<file path="src/rtl/core/snef_pkg.sv">
`timescale 1ns / 1ps
// ----------------------------------------------------------------------------
// snef_pkg
// Types and constants shared by the SSE / NDJSON event framer modules.
// ----------------------------------------------------------------------------
package snef_pkg;

    // Input action codes.
    localparam logic ACT_BYTE = 1'b0;
    localparam logic ACT_EOS  = 1'b1;

    // Result kind codes.
    localparam logic KIND_BYTE = 1'b0;
    localparam logic KIND_END  = 1'b1;

    // Line mode codes.
    localparam logic MODE_SSE    = 1'b0;
    localparam logic MODE_NDJSON = 1'b1;

    localparam logic [7:0] CHAR_LF    = 8'h0A;
    localparam logic [7:0] CHAR_CR    = 8'h0D;
    localparam logic [7:0] CHAR_SPACE = 8'h20;
    localparam logic [7:0] CHAR_COLON = 8'h3A;

    // Field name "data".
    localparam logic [0:3][7:0] DATA_WORD = {8'h64, 8'h61, 8'h74, 8'h61};
    localparam logic [2:0]      DATA_LEN  = 3'd4;

    typedef enum logic [2:0] {
        PH_START,
        PH_MATCH,
        PH_SKIP,
        PH_VFIRST,
        PH_VBODY
    } phase_t;

    typedef struct packed {
        logic       action;
        logic [7:0] in_byte;
    } in_item_t;

    typedef struct packed {
        logic       result_kind;
        logic [7:0] out_byte;
        logic       run_last;
    } out_item_t;

    // Parser state carried from one request to the next.
    typedef struct packed {
        phase_t     line_phase;
        logic [2:0] match_count;
        logic       cr_pending;
        logic       have_data;
        logic       line_nonempty;
    } parse_state_t;

    // One result without its position marker.
    typedef struct packed {
        logic       kind;
        logic [7:0] data;
    } result_t;

    // All results caused by one request, as queued between front and back.
    typedef struct packed {
        logic [1:0]      count;
        result_t [1:0]   res;
    } bundle_t;

    // Outcome of one content byte.
    typedef struct packed {
        parse_state_t st;
        logic         emit;
        logic [7:0]   data;
    } content_out_t;

endpackage

</file>
<file path="src/rtl/core/snef_front.sv">
`timescale 1ns / 1ps
// ----------------------------------------------------------------------------
// snef_front
// Accepts stream requests, runs the line parser and queues the results.
// ----------------------------------------------------------------------------
module snef_front
(
    input  logic               clk,
    input  logic               rst_n,
    input  logic               in_valid,
    output logic               in_stall,
    input  snef_pkg::in_item_t in_data,
    input  logic               cfg_wr_en,
    input  logic               cfg_wr_data,
    input  logic               queue_full,
    output logic               push,
    output snef_pkg::bundle_t  push_data
);

    logic                   line_mode_reg;
    snef_pkg::parse_state_t state_reg;
    snef_pkg::parse_state_t state_next;
    snef_pkg::bundle_t      bundle;
    logic                   accept;

    function automatic snef_pkg::content_out_t content_f(
        input snef_pkg::parse_state_t st,
        input logic                   mode,
        input logic [7:0]             c
    );
        snef_pkg::content_out_t r;
        r.st   = st;
        r.emit = 1'b0;
        r.data = c;
        if (mode == snef_pkg::MODE_NDJSON)
        begin
            r.emit             = 1'b1;
            r.st.line_nonempty = 1'b1;
        end
        else
        begin
            unique case (st.line_phase)
                snef_pkg::PH_START:
                begin
                    if (c == snef_pkg::DATA_WORD[0])
                    begin
                        r.st.line_phase  = snef_pkg::PH_MATCH;
                        r.st.match_count = 3'd1;
                    end
                    else
                    begin
                        r.st.line_phase = snef_pkg::PH_SKIP;
                    end
                end
                snef_pkg::PH_MATCH:
                begin
                    if (st.match_count < snef_pkg::DATA_LEN &&
                        c == snef_pkg::DATA_WORD[st.match_count[1:0]])
                    begin
                        r.st.match_count = st.match_count + 3'd1;
                    end
                    else if (st.match_count == snef_pkg::DATA_LEN &&
                             c == snef_pkg::CHAR_COLON)
                    begin
                        // A second data line in one event is joined with LF.
                        r.emit          = st.have_data;
                        r.data          = snef_pkg::CHAR_LF;
                        r.st.have_data  = 1'b1;
                        r.st.line_phase = snef_pkg::PH_VFIRST;
                    end
                    else
                    begin
                        r.st.line_phase = snef_pkg::PH_SKIP;
                    end
                end
                snef_pkg::PH_VFIRST:
                begin
                    r.st.line_phase = snef_pkg::PH_VBODY;
                    r.emit          = (c != snef_pkg::CHAR_SPACE);
                end
                snef_pkg::PH_VBODY:
                begin
                    r.emit = 1'b1;
                end
                default:
                begin
                    r.st.line_phase = snef_pkg::PH_SKIP;
                end
            endcase
        end
        return r;
    endfunction

    always_comb
    begin
        snef_pkg::parse_state_t st;
        snef_pkg::content_out_t c0;
        snef_pkg::content_out_t c1;
        logic [1:0]             cnt;
        logic                   eos;

        st          = state_reg;
        cnt         = 2'd0;
        bundle.res  = '0;
        c0          = '0;
        c1          = '0;
        eos         = (in_data.action == snef_pkg::ACT_EOS);

        if (eos || in_data.in_byte == snef_pkg::CHAR_LF)
        begin
            // End of line; a held CR is dropped.
            if (line_mode_reg == snef_pkg::MODE_NDJSON)
            begin
                if (st.line_nonempty)
                begin
                    bundle.res[cnt[0]] = '{kind: snef_pkg::KIND_END, data: 8'h00};
                    cnt = cnt + 2'd1;
                end
            end
            else if (st.line_phase == snef_pkg::PH_START)
            begin
                if (st.have_data)
                begin
                    bundle.res[cnt[0]] = '{kind: snef_pkg::KIND_END, data: 8'h00};
                    cnt = cnt + 2'd1;
                    st.have_data = 1'b0;
                end
            end
            else if (st.line_phase == snef_pkg::PH_MATCH &&
                     st.match_count == snef_pkg::DATA_LEN)
            begin
                // A bare "data" line adds an empty data line.
                if (st.have_data)
                begin
                    bundle.res[cnt[0]] = '{kind: snef_pkg::KIND_BYTE,
                                           data: snef_pkg::CHAR_LF};
                    cnt = cnt + 2'd1;
                end
                st.have_data = 1'b1;
            end
            if (eos && line_mode_reg == snef_pkg::MODE_SSE && st.have_data)
            begin
                bundle.res[cnt[0]] = '{kind: snef_pkg::KIND_END, data: 8'h00};
                cnt = cnt + 2'd1;
                st.have_data = 1'b0;
            end
            st.cr_pending    = 1'b0;
            st.line_phase    = snef_pkg::PH_START;
            st.match_count   = 3'd0;
            st.line_nonempty = 1'b0;
        end
        else if (in_data.in_byte == snef_pkg::CHAR_CR)
        begin
            // A second CR makes the held one ordinary content.
            if (st.cr_pending)
            begin
                c0 = content_f(st, line_mode_reg, snef_pkg::CHAR_CR);
                st = c0.st;
                if (c0.emit)
                begin
                    bundle.res[cnt[0]] = '{kind: snef_pkg::KIND_BYTE, data: c0.data};
                    cnt = cnt + 2'd1;
                end
            end
            st.cr_pending = 1'b1;
        end
        else
        begin
            if (st.cr_pending)
            begin
                st.cr_pending = 1'b0;
                c0 = content_f(st, line_mode_reg, snef_pkg::CHAR_CR);
                st = c0.st;
                if (c0.emit)
                begin
                    bundle.res[cnt[0]] = '{kind: snef_pkg::KIND_BYTE, data: c0.data};
                    cnt = cnt + 2'd1;
                end
            end
            c1 = content_f(st, line_mode_reg, in_data.in_byte);
            st = c1.st;
            if (c1.emit)
            begin
                bundle.res[cnt[0]] = '{kind: snef_pkg::KIND_BYTE, data: c1.data};
                cnt = cnt + 2'd1;
            end
        end

        bundle.count = cnt;
        state_next   = st;
    end

    assign in_stall  = queue_full;
    assign accept    = in_valid && !queue_full;
    assign push      = accept && (bundle.count != 2'd0);
    assign push_data = bundle;

    always_ff @(posedge clk or negedge rst_n)
    begin
        if (!rst_n)
        begin
            line_mode_reg <= snef_pkg::MODE_SSE;
            state_reg     <= '{line_phase: snef_pkg::PH_START, default: '0};
        end
        else
        begin
            if (cfg_wr_en)
            begin
                line_mode_reg <= cfg_wr_data;
            end
            if (accept)
            begin
                state_reg <= state_next;
            end
        end
    end

endmodule

</file>
<file path="src/rtl/core/snef_queue.sv">
`timescale 1ns / 1ps
// ----------------------------------------------------------------------------
// snef_queue
// Short queue of result bundles between the parser and the output stage.
// ----------------------------------------------------------------------------
module snef_queue #(
    parameter int DEPTH = 4
)
(
    input  logic              clk,
    input  logic              rst_n,
    input  logic              push,
    input  snef_pkg::bundle_t push_data,
    input  logic              pop,
    output snef_pkg::bundle_t head,
    output logic              empty,
    output logic              full
);

    localparam int PTR_W = (DEPTH > 1) ? $clog2(DEPTH) : 1;
    localparam int CNT_W = $clog2(DEPTH + 1);
    localparam logic [PTR_W-1:0] LAST_PTR = PTR_W'(DEPTH - 1);

    snef_pkg::bundle_t slots_reg [DEPTH];
    logic [PTR_W-1:0]  wr_ptr_reg;
    logic [PTR_W-1:0]  wr_ptr_next;
    logic [PTR_W-1:0]  rd_ptr_reg;
    logic [PTR_W-1:0]  rd_ptr_next;
    logic [CNT_W-1:0]  count_reg;
    logic [CNT_W-1:0]  count_next;

    assign empty = (count_reg == '0);
    assign full  = (count_reg == CNT_W'(DEPTH));
    assign head  = slots_reg[rd_ptr_reg];

    always_comb
    begin
        wr_ptr_next = wr_ptr_reg;
        rd_ptr_next = rd_ptr_reg;
        count_next  = count_reg;
        if (push)
        begin
            wr_ptr_next = (wr_ptr_reg == LAST_PTR) ? '0 : wr_ptr_reg + 1'b1;
        end
        if (pop)
        begin
            rd_ptr_next = (rd_ptr_reg == LAST_PTR) ? '0 : rd_ptr_reg + 1'b1;
        end
        if (push && !pop)
        begin
            count_next = count_reg + 1'b1;
        end
        else if (pop && !push)
        begin
            count_next = count_reg - 1'b1;
        end
    end

    always_ff @(posedge clk)
    begin
        if (push)
        begin
            slots_reg[wr_ptr_reg] <= push_data;
        end
    end

    always_ff @(posedge clk or negedge rst_n)
    begin
        if (!rst_n)
        begin
            wr_ptr_reg <= '0;
            rd_ptr_reg <= '0;
            count_reg  <= '0;
        end
        else
        begin
            wr_ptr_reg <= wr_ptr_next;
            rd_ptr_reg <= rd_ptr_next;
            count_reg  <= count_next;
        end
    end

endmodule

</file>
<file path="src/rtl/core/snef_back.sv">
`timescale 1ns / 1ps
// ----------------------------------------------------------------------------
// snef_back
// Output stage: unpacks queued bundles into one registered result per cycle while the output is not stalled.
// ----------------------------------------------------------------------------
module snef_back
(
    input  logic                clk,
    input  logic                rst_n,
    input  snef_pkg::bundle_t   head,
    input  logic                empty,
    output logic                pop,
    output logic                out_valid,
    input  logic                out_stall,
    output snef_pkg::out_item_t out_data
);

    logic                out_valid_reg;
    logic                out_valid_next;
    snef_pkg::out_item_t out_data_reg;
    snef_pkg::out_item_t out_data_next;
    logic                sub_reg;
    logic                sub_next;
    logic                load;
    logic                last;
    snef_pkg::result_t   cur;

    assign load = !out_valid_reg || !out_stall;
    assign cur  = head.res[sub_reg];
    assign last = sub_reg || (head.count == 2'd1);

    always_comb
    begin
        out_valid_next = out_valid_reg;
        out_data_next  = out_data_reg;
        sub_next       = sub_reg;
        pop            = 1'b0;
        if (load)
        begin
            out_valid_next = !empty;
            if (!empty)
            begin
                out_data_next = '{result_kind: cur.kind,
                                  out_byte:    cur.data,
                                  run_last:    last};
                // The bundle leaves the queue with its last result.
                pop      = last;
                sub_next = !last;
            end
        end
    end

    assign out_valid = out_valid_reg;
    assign out_data  = out_data_reg;

    always_ff @(posedge clk)
    begin
        out_data_reg <= out_data_next;
    end

    always_ff @(posedge clk or negedge rst_n)
    begin
        if (!rst_n)
        begin
            out_valid_reg <= 1'b0;
            sub_reg       <= 1'b0;
        end
        else
        begin
            out_valid_reg <= out_valid_next;
            sub_reg       <= sub_next;
        end
    end

endmodule

</file>
<file path="src/rtl/core/sse_ndjson_event_framer_top.sv">
`timescale 1ns / 1ps
// ----------------------------------------------------------------------------
// sse_ndjson_event_framer_top
// Frames an SSE or NDJSON byte stream into streamed payload bytes and end
// markers. A request's results pass through the result queue and then the
// output register. Throughput: one request per cycle while each gives at
// most one result and the output is not stalled; a request with two results
// gives them one after the other. Reset clears the parser state, the queue
// and the output valid, and selects SSE mode.
// ----------------------------------------------------------------------------
module sse_ndjson_event_framer_top #(
    parameter int QUEUE_DEPTH = 4
)
(
    input  logic                clk,
    input  logic                rst_n,
    input  logic                in_valid,
    output logic                in_stall,
    input  snef_pkg::in_item_t  in_data,
    output logic                out_valid,
    input  logic                out_stall,
    output snef_pkg::out_item_t out_data,
    input  logic                cfg_wr_en,
    input  logic                cfg_wr_data
);

    logic              push;
    logic              pop;
    logic              empty;
    logic              full;
    snef_pkg::bundle_t push_data;
    snef_pkg::bundle_t head;

    snef_front u_front (
        .clk         (clk),
        .rst_n       (rst_n),
        .in_valid    (in_valid),
        .in_stall    (in_stall),
        .in_data     (in_data),
        .cfg_wr_en   (cfg_wr_en),
        .cfg_wr_data (cfg_wr_data),
        .queue_full  (full),
        .push        (push),
        .push_data   (push_data)
    );

    snef_queue #(
        .DEPTH (QUEUE_DEPTH)
    ) u_queue (
        .clk       (clk),
        .rst_n     (rst_n),
        .push      (push),
        .push_data (push_data),
        .pop       (pop),
        .head      (head),
        .empty     (empty),
        .full      (full)
    );

    snef_back u_back (
        .clk       (clk),
        .rst_n     (rst_n),
        .head      (head),
        .empty     (empty),
        .pop       (pop),
        .out_valid (out_valid),
        .out_stall (out_stall),
        .out_data  (out_data)
    );

endmodule

</file>
<file path="config.mk">
export PLATFORM = sky130hd
export DESIGN_NAME = sse_ndjson_event_framer_top
export DESIGN_NICKNAME = d
export VERILOG_FILES = /design/src/rtl/core/snef_pkg.sv /design/src/rtl/core/snef_front.sv /design/src/rtl/core/snef_queue.sv /design/src/rtl/core/snef_back.sv /design/src/rtl/core/sse_ndjson_event_framer_top.sv
export SDC_FILE = /design/constraint.sdc
export NUM_CORES = 1
export LEC_CHECK = 0
export BUFFER_PORTS_ARGS = -buffer_cell sky130_fd_sc_hd__buf_2
export CAP_MARGIN = 20
export CORE_UTILIZATION = 65
export DETAILED_ROUTE_END_ITERATION = 8
export PLACE_DENSITY = 0.85
export RECOVER_POWER = 100
export SLEW_MARGIN = 10
export SYNTH_ARGS = -nofsm -noshare
export SYNTH_HDL_FRONTEND = slang
export SYNTH_SLANG_ARGS = --single-unit
</file>
<file path="constraint.sdc">
create_clock -name clk -period 7.2 [get_ports clk]
set_clock_uncertainty 0.1 [all_clocks]
set_input_delay 1.44 -clock clk [delete_from_list [all_inputs] [get_ports clk]]
set_output_delay 1.44 -clock clk [all_outputs]
set_load 0.005 [all_outputs]
</file>
; ---- Word-level counts from Yosys, hierarchy flattened
; Memory sizes are Yosys's and may differ from the RTL's.
; Index checks and enable logic that the tools add are counted.
[word_totals]
input_bits = 15
mem_count = 1
out_inout_bits = 12
ram_bits = 80
ff_bits = 29
[mem_list]
columns = memory, words, word_bits, rd, rd_clocked_by_memory_dff, write_ports, line
row1 = u_queue.slots_reg, 4, 20, 1, 0, 1, snef_queue.sv:24  ; snef_pkg::bundle_t slots_reg [DEPTH];
[classes]
eq_ne = 21
addsub = 8
muxes = 102
order_cmp = 9
reduce_logical = 33
n_bitwise = 7
[op_table]
columns = cell, n
row1 = two-way mux 9 bit, 24
row2 = two-way mux 8 bit, 8
row3 = two-way mux 18 bit, 3
row4 = binary-select mux 8 bit (select 2 bit), 2
row5 = two-way mux 1 bit, 30
row6 = two-way mux 2 bit, 15
row7 = two-way mux 3 bit, 8
row8 = bitwise mux 18 bit, 1
row9 = demux 9 bit (select 1 bit), 2
row10 = bitwise AND 8 x 16 -> 16 bit, 1
row11 = equality test 8 x 4 -> 1 bit (second input constant), 2
row12 = inverter 16 bit, 1
row13 = equality test 3 bit (second input constant), 5
row14 = logical AND 1 bit, 12
row15 = two-way mux 4 bit, 3
row16 = two-way mux 6 bit, 2
row17 = one-hot mux 3 bit (4 select lines), 1
row18 = adder 3 x 1 -> 3 bit (second input constant), 3
row19 = logical NOT 3 bit, 3
row20 = one-hot mux 3 bit (3 select lines), 1
row21 = adder 2 x 1 -> 2 bit (second input constant), 4
row22 = equality test 4 x 8 -> 1 bit (first input constant), 1
row23 = equality test 8 x 6 -> 1 bit (second input constant), 1
row24 = equality test 8 x 7 -> 1 bit (second input constant), 1
row25 = other kinds (25), 46

; ---- Logic depth before layout (Yosys ltp)
[depth]
ltp_word = 32
depth_mapped = 16

; ---- Modules after synthesis
; From an unflattened synthesis, not the netlist that was laid out.
[unflattened]
cells_unflattened = 331
hier_area_um2 = 5112.4
[modules_own_cells]
columns = module, area_each_um2, cells_each, instances
row1 = snef_queue, 3304.4, 141, 1
row2 = snef_front, 1261.2, 160, 1
row3 = snef_back, 546.8, 30, 1

; ---- Worst setup path before layout
; Ideal clock, no wire load.
[synth_timing]
path_kind = input -> register
startpoint = input port in_data[2] (netlist bit)
endpoint = register u_queue.count_reg[2]
slack_ns = 2.445
arrival_time_ns = 4.575
required_ns = 7.021
n_path_buf = 1
stages = 15
cell_sequence = buf_2 > nand4bb_1 > or4_1 > or2_1 > o21ai_4 > ha_1 > nand2b_1 > o2bb2ai_1 > o2bb2ai_2 > ha_1 > inv_1 > fa_1 > xor2_1 > nor2_1 > xor2_1
[synth_rtl]
columns = item, line
row1 = from (decl), sse_ndjson_event_framer_top.sv:19  ; input snef_pkg::in_item_t in_data,
row2 = to (signal assigned), snef_queue.sv:79  ; count_reg <= count_next;
row3 = to (decl), snef_queue.sv:29  ; logic [CNT_W-1:0] count_reg;

==> results by group <==
Clocking
  – Clk pin slew, worst setup/hold paths: 0.11 ns
  – TritonCTS clock tree: yes
  – Root Buffer: clkbuf_8
  – # clock sinks: 109
  – Hold_buf cts: 0
  – Total CTS buffers: 9
  – Post-CTS setup buffers: 0
  – Latest clock arrival within the worst-skew pair: 0.37 ns
  – CTS max path bufs: 2
  – CTS H-tree depth: 3
  – Post_cts resized: 0

STA
  – Setup TNS: 0 ns
  – Setup Viol. Count Final: 0
  – RSZ-0062 raised after global routing: no
  – Achievable Freq: 0.173 GHz
  – Final period util: 80.5%
  – Slew headroom: -1.21%
  – Final min period: 5.79 ns
  – Fin. max-slew vios: 21
  – Final hold violations: 0
  – Slew at the pin closest to its max-slew limit: between 1.5 and 2 ns

Floorplanning
  – Num rows: 31
  – DIE AREA: 8130 µm²
  – Chip width: roughly 90 µm
  – Initial Util: between 60% and 70%
  – IO Count: 27
  – Die Y-Extent: 90.2 µm
  – Core area: 7370 µm²

Drt
  – Wire per inst: a little over 20 µm
  – Routed Wire Length: 9910 µm
  – DRT Pass-1 Iters: 5
  – Via count: roughly 3100
  – DRT iter0 DRCs: 236
  – Post-route ant nets: 0
  – DR vias/cell: 6.41
  – DRC: 0

Synth
  – Synth Net Count: 380
  – Yosys reg bits: 109
  – Sequential-to-total area share from yosys stat: 62.9%
  – Syn. warnings: 0
  – Ys flop type: edfxtp_1
  – Post-synth EDFFs: 90
  – Syn_area_per_cell: 14.3 µm²
  – Asr flop ratio synth: between 10% and 20%
  – Syn Inst Count: 353
  – Synth Cell Area: 5050 µm²
  – Unique masters post-synth: 66

Critical path
  – Crit-path cells: clkbuf_1, nand4bb_1, or4_1, or2_0, o21ai_0, ha_1, nand2b_1, o2bb2ai_1, o2bb2ai_1, and2_0
  – Setup CP Type: in -> reg
  – Critical path arrival: 5.66 ns
  – Crit-path slowest cell: and2_0
  – Worst path max stage delay: 1.23 ns
  – R2R cell count: 11
  – Critical path fanouts, max: 20
  – Startpoint types: primary input
  – Critical path capture point type: register
  – WP data required: 7.06 ns
  – Top cell by count, worst path: o2bb2ai_1

Global routing
  – Vias in the first global route: 3158
  – All-layer global routing usage: 26.9%
  – Largest net degree at the start of global routing: 26
  – Initial antenna violation count: 0
  – Gr ovfl total: 0
  – First-pass GRT wire length: 16500 µm

Layout
  – Layout cells sized above 1: 16.6%
  – Fill cell count: approximately 480
  – Max reg flops: 80
  – Fin area: 5400 µm²
  – Synth-to-layout area growth: 6.76%
  – # diodes: 0
  – Net total in the final layout: 402

Place
  – Input/output buffers: 26
  – Placer Congestion: 0.906
  – DP HPWL: approximately 7000 µm
  – Placed cell areas: 5260 µm²

Run status
  – Status: finished with violations
  – Failing checks: max-capacitance violations, max-slew violations

Power
  – Leak Pwr: 2.03 nW
  – PwrDens: between 300 and 400 nW/µm²
  – Switching Power: 0.576 mW
  – Pint: 1.19 mW
  – IR drop worst, VDD: 0.000159 V
  – Comb power frac: between 20% and 30%
  – Switching share of power: 32.6%
  – Clock Power Share: between 10% and 20%
  – Flop pwr share: 51.9%

Worst hold path
  – Hold depth: 1
  – HP Class: reg -> reg

Flow run
  – MaxCap Viol Count: 1
[area by class of cell]
cell class                      count  area, µm²  area share [%]
Sequential cell                   109       3180            58.9
Multi-Input combinational cell    216       1740            32.2
Timing Repair Buffer               29        135            2.50
Clock buffer                       10        128            2.36
Tap cell                           99        124            2.30
Clock inverter                      6       57.6            1.07
Inverter                           10       37.5           0.696
[layout by cell type (no fill, tap or decap), types with 2 or more instances in the layout]
cell,netlist,final
mux2_2,4,4
nand2_1,40,40
and2_0,0,5
dfrtp_1,19,19
nor4_1,4,4
nand2b_1,6,6
edfxtp_1,90,90
or2_2,2,2
inv_1,9,9
a21o_1,2,2
nor3_1,3,3
mux4_2,18,18
clkbuf_8,0,9
xnor2_1,2,2
nor2b_1,5,5
nor2_1,15,15
clkinvlp_4,0,2
a21oi_1,11,11
nand3_1,7,7
a41o_1,3,3
inv_6,0,2
clkbuf_1,12,11
o21bai_1,2,2
mux2i_1,3,3
o221a_2,2,2
buf_2,5,18
nor4b_1,4,4
ha_1,11,11
xor2_1,2,2
and3b_1,2,2
o2bb2ai_1,1,2
nor3b_1,4,4
and4_1,2,2
or4_1,2,4
o2111ai_1,2,2
and3_1,11,11
o21ai_0,9,10
[worst max-delay path: cells and delay by family]
| kind | cells | cell delay, ns |
|---|---|---|
| and+or+nand+nor | 5 | 2.36 |
| adders and majority gates | 1 | 0.28 |
| AOI/OAI and AO/OA | 3 | 1.40 |
| buffers and inverters | 1 | 0.17 |
[layer usage]
layer / track usage (%) / part of all wire (%) / wire [µm]
met2: 43.6 / 51 / 5030
met5: 0 / 0 / 0
met1: 37.2 / 42 / 4170
met4: 8.33 / 1.3 / 131
met3: 5.50 / 5.8 / 579
[Yosys cell counts (3+ instances only)]
cell type / instances / share of area, %
edfxtp_1: 90 / 53
nand2_1: 40 / 3.0
dfrtp_1: 19 / 9.4
mux4_2: 18 / 8.0
nor2_1: 15 / 1.1
clkbuf_1: 12 / 0.89
a21oi_1: 11 / 1.1
and3_1: 11 / 1.4
ha_1: 11 / 2.7
inv_1: 9 / 0.67
o21ai_0: 9 / 0.89
nand3_1: 7 / 0.69
nand2b_1: 6 / 0.74
and2_1: 5 / 0.62
buf_2: 5 / 0.49
nor2b_1: 5 / 0.62
mux2_2: 4 / 0.89
nor3b_1: 4 / 0.59
nor4_1: 4 / 0.49
nor4b_1: 4 / 0.69
a41o_1: 3 / 0.59
mux2i_1: 3 / 0.59
nor3_1: 3 / 0.30
[cells by family (layout without fill, tap and decap cells)]
family	count (synthesis)	after routing	synth area share [%]
simple gates	121	121	13.1
flops	109	109	62.9
compound gates	52	52	7.95
buf+inv	28	55	2.20
mux	27	27	10.1
fa+ha+maj	12	12	3.12
xor+xnor	4	4	0.693
[through the flow]
stage | hold WS (ns) | utilization [%] | std cells | worst slack [ns] | total power [mW]
after floorplan | 0.356 | - | 353 | 2.45 | 1.29
after global placement | 0.372 | 71.3 | 463 | 2.25 | 1.42
after detailed placement | 0.383 | 71.3 | 463 | 2.07 | 1.46
after CTS | 0.403 | 73.9 | 479 | 2.44 | 1.79
after global routing | 0.447 | 73.2 | 479 | 1.15 | 1.87
final | 0.410 | 73.2 | 479 | 1.41 | 1.77
[power by group through the flow]
stage	clock network (mW)	logic (mW)	registers, mW
6_report	0.340	0.511	0.918
3_5_place_dp	0	0.525	0.930
4_1_cts	0.343	0.527	0.918
3_3_place_gp	0	0.499	0.923
5_1_grt	0.368	0.568	0.935
2_1_floorplan	0	0.416	0.875
[worst paths after layout]
path,from,endpoint,slack (ns)
max,in_data[2],u_queue.slots_reg[1][19]$_DFFE_PP_,1.41
min,u_queue.count_reg[2]$_DFFE_PN0P_,u_queue.count_reg[2]$_DFFE_PN0P_,0.41
max reg2reg,u_front.state_reg[3]$_DFFE_PN0P_,u_queue.slots_reg[1][19]$_DFFE_PP_,2.12
min reg2reg,u_queue.count_reg[2]$_DFFE_PN0P_,u_queue.count_reg[2]$_DFFE_PN0P_,0.41
max in group asynchronous,rst_n,u_back.sub_reg$_DFFE_PN0P_,5.21
min in group asynchronous,rst_n,u_front.state_reg[6]$_DFFE_PN0P_,1.13
No activity file was read; power rests on OpenSTA's default activity.
